[src/sv/klk_pkg.sv]
package klk_pkg;

   localparam int unsigned KEY_W      = 8;
   localparam int unsigned PASSCODE_W = 32;
   localparam int unsigned TICKS_W    = 12;
   localparam int unsigned CSR_DATA_W = 32;
   localparam int unsigned CSR_IDX_W  = 1;
   localparam int unsigned POS_OUT_W  = 2;

   localparam logic [KEY_W-1:0]      KEY_CLEAR      = 8'h23;  // '#'
   localparam logic [KEY_W-1:0]      KEY_ENTER      = 8'h2A;  // '*'
   localparam logic [PASSCODE_W-1:0] PASSCODE_RESET = 32'h3132_3233;
   localparam logic [TICKS_W-1:0]    LOCKOUT_RESET  = 12'd2000;

   localparam logic [CSR_IDX_W-1:0] CSR_PASSCODE      = 1'b0;
   localparam logic [CSR_IDX_W-1:0] CSR_LOCKOUT_TICKS = 1'b1;

   localparam logic OP_KEY  = 1'b0;
   localparam logic OP_TICK = 1'b1;

   typedef enum logic [2:0] {
      EV_NONE     = 3'd0,
      EV_STORED   = 3'd1,
      EV_CLEARED  = 3'd2,
      EV_ACCEPTED = 3'd3,
      EV_REJECTED = 3'd4,
      EV_EXPIRED  = 3'd5
   } event_type;

   typedef struct packed {
      event_type              event_res;
      logic [POS_OUT_W-1:0]   next_position;
      logic                   entry_complete;
      logic                   unlocked;
      logic                   lockout_active;
   } result_type;

endpackage

[src/sv/klk_core.sv]
module klk_core #(
   parameter int unsigned CODE_LENGTH = 4
) (
   input  logic                        clock,
   input  logic                        reset,
   input  logic                        csr_write_enable,
   input  logic [klk_pkg::CSR_IDX_W-1:0]  csr_index,
   input  logic [klk_pkg::CSR_DATA_W-1:0] csr_write_data,
   input  logic                        fire,
   input  logic                        opcode,
   input  logic [klk_pkg::KEY_W-1:0]   key_code,
   output klk_pkg::result_type         result
);
   import klk_pkg::*;

   localparam int unsigned PW = (CODE_LENGTH > 1) ? $clog2(CODE_LENGTH) : 1;
   localparam logic [PW-1:0] LAST_POS = PW'(CODE_LENGTH - 1);

   logic [PASSCODE_W-1:0] passcode_ff;
   logic [TICKS_W-1:0]    lockout_ticks_ff;

   logic [KEY_W-1:0] keys_ff [CODE_LENGTH];
   logic [KEY_W-1:0] keys_in [CODE_LENGTH];
   logic [KEY_W-1:0] want    [CODE_LENGTH];
   logic [PW-1:0]      pos_ff, pos_in;
   logic               complete_ff, complete_in;
   logic               unlocked_ff, unlocked_in;
   logic               lockout_ff, lockout_in;
   logic [TICKS_W-1:0] count_ff, count_in, count_inc;
   logic [CODE_LENGTH-1:0] byte_eq;
   logic               match;
   event_type          ev;

   // configuration registers
   always_ff @(posedge clock) begin
      if (reset) begin
         passcode_ff      <= PASSCODE_RESET;
         lockout_ticks_ff <= LOCKOUT_RESET;
      end else if (csr_write_enable) begin
         unique case (csr_index)
            CSR_PASSCODE:      passcode_ff      <= csr_write_data;
            CSR_LOCKOUT_TICKS: lockout_ticks_ff <= csr_write_data[TICKS_W-1:0];
            default: ;
         endcase
      end
   end

   // passcode byte for each slot, first key in the top byte; bytes past 32 bits read zero
   for (genvar g = 0; g < CODE_LENGTH; g++) begin : g_want
      if (CODE_LENGTH - 1 - g < PASSCODE_W / KEY_W) begin : g_in
         assign want[g] = passcode_ff[KEY_W*(CODE_LENGTH-1-g) +: KEY_W];
      end else begin : g_zero
         assign want[g] = '0;
      end
      assign byte_eq[g] = (keys_ff[g] == want[g]);
   end

   assign match     = &byte_eq;
   assign count_inc = count_ff + 1'b1;

   always_comb begin
      keys_in     = keys_ff;
      pos_in      = pos_ff;
      complete_in = complete_ff;
      unlocked_in = unlocked_ff;
      lockout_in  = lockout_ff;
      count_in    = count_ff;
      ev          = EV_NONE;
      if (unlocked_ff) begin
         ev = EV_NONE;
      end else if (opcode == OP_TICK) begin
         if (lockout_ff) begin
            count_in = count_inc;
            if (count_inc >= lockout_ticks_ff) begin
               pos_in      = '0;
               complete_in = 1'b0;
               lockout_in  = 1'b0;
               count_in    = '0;
               ev          = EV_EXPIRED;
            end
         end
      end else if (key_code == KEY_CLEAR) begin
         pos_in      = '0;
         complete_in = 1'b0;
         lockout_in  = 1'b0;
         count_in    = '0;
         ev          = EV_CLEARED;
      end else if (key_code == KEY_ENTER) begin
         if (complete_ff) begin
            lockout_in = !match;
            count_in   = '0;
            if (match) begin
               unlocked_in = 1'b1;
               ev          = EV_ACCEPTED;
            end else begin
               ev = EV_REJECTED;
            end
         end
      end else begin
         for (int i = 0; i < CODE_LENGTH; i++) begin
            if (pos_ff == PW'(i)) keys_in[i] = key_code;
         end
         if (pos_ff == LAST_POS) begin
            pos_in      = '0;
            complete_in = 1'b1;
         end else begin
            pos_in = pos_ff + 1'b1;
         end
         ev = EV_STORED;
      end
   end

   always_ff @(posedge clock) begin
      if (reset) begin
         pos_ff      <= '0;
         complete_ff <= 1'b0;
         unlocked_ff <= 1'b0;
         lockout_ff  <= 1'b0;
         count_ff    <= '0;
      end else if (fire) begin
         pos_ff      <= pos_in;
         complete_ff <= complete_in;
         unlocked_ff <= unlocked_in;
         lockout_ff  <= lockout_in;
         count_ff    <= count_in;
      end
   end

   // key slots hold no reset: a slot is always rewritten before a compare reads it
   always_ff @(posedge clock) begin
      if (fire) keys_ff <= keys_in;
   end

   always_comb begin
      result.event_res      = ev;
      result.next_position  = POS_OUT_W'(pos_in);
      result.entry_complete = complete_in;
      result.unlocked       = unlocked_in;
      result.lockout_active = lockout_in;
   end

endmodule

[src/sv/keypad_code_lock.sv]
// Channel   Dir  Handshake            Payload
// req_      in   req_valid/req_ready  req_opcode, req_key_code
// rsp_      out  rsp_valid/rsp_ready  rsp_event_res, rsp_next_position, rsp_entry_complete,
//                                     rsp_unlocked, rsp_lockout_active
// csr_      in   csr_write_enable     csr_index, csr_write_data (no read-back)
//
// One item per cycle sustained while rsp_ready is high; each item gives exactly one result,
// shown on rsp_valid once it has passed the input register (loaded at the accepting edge)
// and the state update into the result register (taken when that register is free).
// Reset (synchronous, active high) clears the lock state and loads the passcode
// "1223" and a lockout of 2000 ticks.
// A stalled result holds the result register; the input register still takes an
// item, and req_ready drops only when both registers are full and rsp_ready is low.
module keypad_code_lock #(
   parameter int unsigned CODE_LENGTH = 4
) (
   input  logic                           clock,
   input  logic                           reset,
   input  logic                           req_valid,
   output logic                           req_ready,
   input  logic                           req_opcode,
   input  logic [klk_pkg::KEY_W-1:0]      req_key_code,
   output logic                           rsp_valid,
   input  logic                           rsp_ready,
   output logic [2:0]                     rsp_event_res,
   output logic [1:0]                     rsp_next_position,
   output logic                           rsp_entry_complete,
   output logic                           rsp_unlocked,
   output logic                           rsp_lockout_active,
   input  logic                           csr_write_enable,
   input  logic [klk_pkg::CSR_IDX_W-1:0]  csr_index,
   input  logic [klk_pkg::CSR_DATA_W-1:0] csr_write_data
);
   import klk_pkg::*;

   logic             in_valid_ff, in_valid_in;
   logic             in_opcode_ff;
   logic [KEY_W-1:0] in_key_ff;
   logic             rsp_valid_ff, rsp_valid_in;
   result_type       rsp_ff, step_result;
   logic             req_fire, out_free, advance;

   // advance the held item whenever the result register is empty or being drained
   assign out_free  = !rsp_valid_ff || rsp_ready;
   assign advance   = in_valid_ff && out_free;
   assign req_ready = !in_valid_ff || out_free;
   assign req_fire  = req_valid && req_ready;

   assign in_valid_in  = req_fire ? 1'b1 : (advance ? 1'b0 : in_valid_ff);
   assign rsp_valid_in = advance ? 1'b1 : (rsp_ready ? 1'b0 : rsp_valid_ff);

   always_ff @(posedge clock) begin
      if (reset) begin
         in_valid_ff  <= 1'b0;
         rsp_valid_ff <= 1'b0;
      end else begin
         in_valid_ff  <= in_valid_in;
         rsp_valid_ff <= rsp_valid_in;
      end
   end

   // input register: load the item on acceptance
   always_ff @(posedge clock) begin
      if (req_fire) begin
         in_opcode_ff <= req_opcode;
         in_key_ff    <= req_key_code;
      end
   end

   klk_core #(
      .CODE_LENGTH(CODE_LENGTH)
   ) u_core (
      .clock            (clock),
      .reset            (reset),
      .csr_write_enable (csr_write_enable),
      .csr_index        (csr_index),
      .csr_write_data   (csr_write_data),
      .fire             (advance),
      .opcode           (in_opcode_ff),
      .key_code         (in_key_ff),
      .result           (step_result)
   );

   // result register: capture the post-update status with the event
   always_ff @(posedge clock) begin
      if (advance) rsp_ff <= step_result;
   end

   assign rsp_valid          = rsp_valid_ff;
   assign rsp_event_res      = rsp_ff.event_res;
   assign rsp_next_position  = rsp_ff.next_position;
   assign rsp_entry_complete = rsp_ff.entry_complete;
   assign rsp_unlocked       = rsp_ff.unlocked;
   assign rsp_lockout_active = rsp_ff.lockout_active;

endmodule

[config.mk]
export PLATFORM = sky130hd
export DESIGN_NAME = keypad_code_lock
export DESIGN_NICKNAME = d
export VERILOG_FILES = /design/src/sv/klk_pkg.sv /design/src/sv/klk_core.sv /design/src/sv/keypad_code_lock.sv
export SDC_FILE = /design/constraint.sdc
export NUM_CORES = 1
export LEC_CHECK = 0
export BUFFER_PORTS_ARGS = -buffer_cell sky130_fd_sc_hd__buf_2
export CAP_MARGIN = 10
export CORE_MARGIN = 2
export CORE_UTILIZATION = 60
export CTS_CLUSTER_SIZE = 16
export DETAILED_ROUTE_END_ITERATION = 8
export PLACE_DENSITY = 0.79
export RECOVER_POWER = 100
export SLEW_MARGIN = 20
export SYNTH_ARGS = -nofsm -noshare
export SYNTH_HDL_FRONTEND = slang
export SYNTH_SLANG_ARGS = --single-unit
[constraint.sdc]
create_clock -name clock -period 4.6 [get_ports clock]
set_input_delay 0 -clock clock [delete_from_list [all_inputs] [get_ports clock]]
set_output_delay 0 -clock clock [all_outputs]
set_load 0.05 [all_outputs]
==> run summary <==
Post-synth top area cell: edfxtp_1
First-pass GRT wire length: 20280 µm
Fraction of registers with async set/reset: 0
Vias per cell: 5.721
IR Drop Worst-Case VDD: 0.1963 mV
Critical path's top delay family: simple AND/OR/NAND/NOR gates
Ys Warns: 0
Core area: 8258 µm²
Worst EP required: 4860 ps
Synth top area share: 0.2857
DR pass1 iterations: 5
Avg WL per Cell: 16.98 µm
Critical setup path kind: flip-flop to flip-flop
Post-synthesis cell count: 525
Ratio of cells with drive above 1 in the final layout: 0.1131
CTS clock-pin slew for the worst setup and hold paths: 110 ps
Largest cells by area after synthesis: edfxtp_1, dfxtp_1, nand2_1
Reg2reg end: u_core.count_ff[11]
H-tree level count: 3
Fin. Hold Viols: 0
Crit path DAT: 4200 ps
CP bufs+invs: 0
Number of global-route vias before repair: 4138
Worst r2r path cells: 11
Status: finished with violations
Setup bufs post-CTS: 0
Post-route antenna net violation count: 0
Root buf cell: clkbuf_8
Post-synthesis sequential area ratio: 0.5306
Num rows: 33
Power per cell area: 312.2 nW/µm²
Unrepaired setup endpoints after global routing: false
Mapped Area: 5150 µm²
Largest net degree at the start of global routing: 38
HP Start: csr_write_enable
Nature of the critical path startpoint: flip-flop
PortBufs: 56
Syn_area_per_cell: 9.809 µm²
Least-Margin Pin Slew: 1840 ps
Leak Pwr: 2.403 nW
Minimum clock period: 3937 ps
Worst skew pair latency: 380 ps
Synth Flop Type: dfxtp_1
DP Wirelength: 7887 µm
Period utilization: 0.8559
Antenna cells: 0
Initial Utilization: 0.6236
Final setup TNS: 0 ps
Vias: 4142
Hold path cells: 4
Cell variety after synth: 59
Hold Path Class: input pin to flip-flop
DIE WIDTH: 96.65 µm
NumNets Final: 678
Slew margin rel.: -0.2266
Synth Net Count: 589
Critical Path Fanout Max: 10
Initial antenna violation count: 0
GPL Wtd Cong: 0.8554
Worst r2r src: u_core.count_ff[4]
Num CTS Buffers: 9
Fillcell total: 608
Clk sinks: 112
# IOs: 57
Final wirelength: 12290 µm
Skew final: 13.18 ps
Failing checks: capacitance limit, slew limit
First-iteration detailed-routing DRC count: 200
Post-synth EDFFs: 49
GRT Total Usage: 0.2692
Final setup viols: 0
Power Total: 0.001897 W
Worst R2R Setup Slack: 660 ps
Maximum root-to-sink buffer count: 2
Max frequency: 254.0 MHz
Die H: 96.65 µm
Area grow syn2layout: 18.00%
TritonCTS clock tree: done
#FFs+latches synth: 112
GR Overflow Total: 0
Cells along the critical path: nand3_1 > nor4_1 > nand3_1 > xnor2_1 > ha_1 > nand2_1 > nor2_1 > nand2_1 > o211ai_1 > nor2_1 > a221o_1
DRC viols: 0
Die area: 9340 µm²
Critical path endpoint category: flip-flop
Slowest-stage cell, CP: o211ai_1
Max Cap Violations: 1
Worst Hold End: u_core.lockout_ticks_ff[1]
Max stage delay on crit path: 660 ps
Slew Limit Fails: 38
## registers in the layout, summed over array words and instances, names as in the netlist, 2 cells and up
name and flops:
rsp_event_res 3, u_core.keys_ff 32, u_core.count_ff 12, in_key_ff 8, rsp_next_position 2, u_core.lockout_ticks_ff 12
u_core.pos_ff 2, u_core.passcode_ff 32
## worst max-delay path by stage
| stage | startpoint | slack [ps] | cells after the start | to |
|---|---|---|---|---|
| CTS | u_core.count_ff[3] | 1150 | 11 | u_core.count_ff[11] |
| global route | u_core.count_ff[2] | 480 | 11 | u_core.count_ff[11] |
| floorplan | u_core.count_ff[3] | 1800 | 12 | u_core.count_ff[6] |
| finish | u_core.count_ff[4] | 660 | 11 | u_core.count_ff[11] |
| global placement | u_core.count_ff[2] | 1480 | 11 | u_core.count_ff[8] |
| detailed placement | u_core.count_ff[3] | 1200 | 11 | u_core.count_ff[11] |
## power by group
| part | switching (W) | internal, W | total (W) |
|---|---|---|---|
| Clock | 0.000356 | 0.000264 | 0.000620 |
| Combinational | 0.0000988 | 0.0000769 | 0.000176 |
| Sequential | 0.0000300 | 0.00107 | 0.00110 |
| Total | 0.000484 | 0.00141 | 0.00190 |
## cells in the mapped netlist, types with 2 or more instances
cell / n
buf_1: 2
nor2b_1: 6
nor4b_1: 2
clkbuf_1: 17
nand4_1: 3
o21ai_0: 14
o21a_1: 3
a31o_2: 2
nor3_1: 3
nor2_1: 26
nor3_4: 2
nand2b_1: 3
nand2_1: 113
or4_1: 2
o211ai_1: 8
a22o_1: 3
ha_1: 17
xnor2_1: 6
a31oi_1: 2
xor2_1: 36
buf_2: 2
dfxtp_1: 63
and2_1: 8
a221o_1: 6
a21o_1: 5
a21oi_1: 42
and3_1: 2
nor4_1: 11
nand3_1: 23
edfxtp_1: 49
inv_1: 16
## metrics by stage
stage / setup WS, ps / cells / hold WS [ps] / utilization / area [µm²]
floorplan: 1798 / 525 / 98.87 / - / 5150
global placement: 1482 / 664 / 176.1 / 0.6633 / 5478
detailed placement: 1198 / 664 / 178.1 / 0.6639 / 5483
CTS: 1154 / 724 / 64.56 / 0.7430 / 6136
global route: 482.1 / 724 / 126.8 / 0.7359 / 6077
finish: 662.9 / 724 / 62.55 / 0.7359 / 6077
## worst min-delay path, delay by kind of cell
kind / cells / cell delay [ps]
AO/OA/AOI/OAI: 1 / 50
buffers and inverters: 1 / 100
AND/OR/NAND/NOR: 2 / 240
## layer usage
metal  GRT usage  routed length [µm]  part of all wire  up-vias
met5           0                   0                 0        -
met4      0.1062                 282             0.023        0
met3     0.03613                 662             0.054       23
met2      0.4535                6080              0.49      165
met1      0.3533                5269              0.43     1941
li1            -                   -                 -     2013
## cells by family (layout without fill, tap and decap cells)
logic type / Yosys count / after routing / synth area share
compound gates: 101 / 101 / 0.1293
xor+xnor: 42 / 42 / 0.07143
fa+ha+maj: 17 / 17 / 0.04130
buf+inv: 39 / 133 / 0.02988
flops: 112 / 112 / 0.5306
simple gates: 214 / 214 / 0.1975
## what timing repair did
item | CTS | global route
hold buffers | 44 | 0
gates resized for setup | 0 | 0
hold endpoints to repair | 55 | 0
## layout by cell type, fill, tap and decap left out, drive strengths merged, types with 6 or more instances in the layout
| cell type | n |
|---|---|
| a21oi | 43 |
| a221o | 6 |
| and2 | 8 |
| buf | 44 |
| clkbuf | 22 |
| dfxtp | 63 |
| dlygate4sd3 | 44 |
| edfxtp | 49 |
| ha | 17 |
| inv | 19 |
| nand2 | 113 |
| nand3 | 23 |
| nor2 | 28 |
| nor2b | 7 |
| nor4 | 11 |
| o211ai | 9 |
| o21ai | 15 |
| xnor2 | 6 |
| xor2 | 36 |
## area by class of cell
class	count	area, µm²	share of cell area
inverter	16	60.06	0.009883
clock buffer	9	123.9	0.02038
clock inverter	7	88.84	0.01462
multi-input combinational	374	2231	0.3671
sequential	112	2733	0.4497
tap	105	131.4	0.02162
timing repair buffer	101	709.4	0.1167
Note: power is estimated with default switching activity, not from simulation.
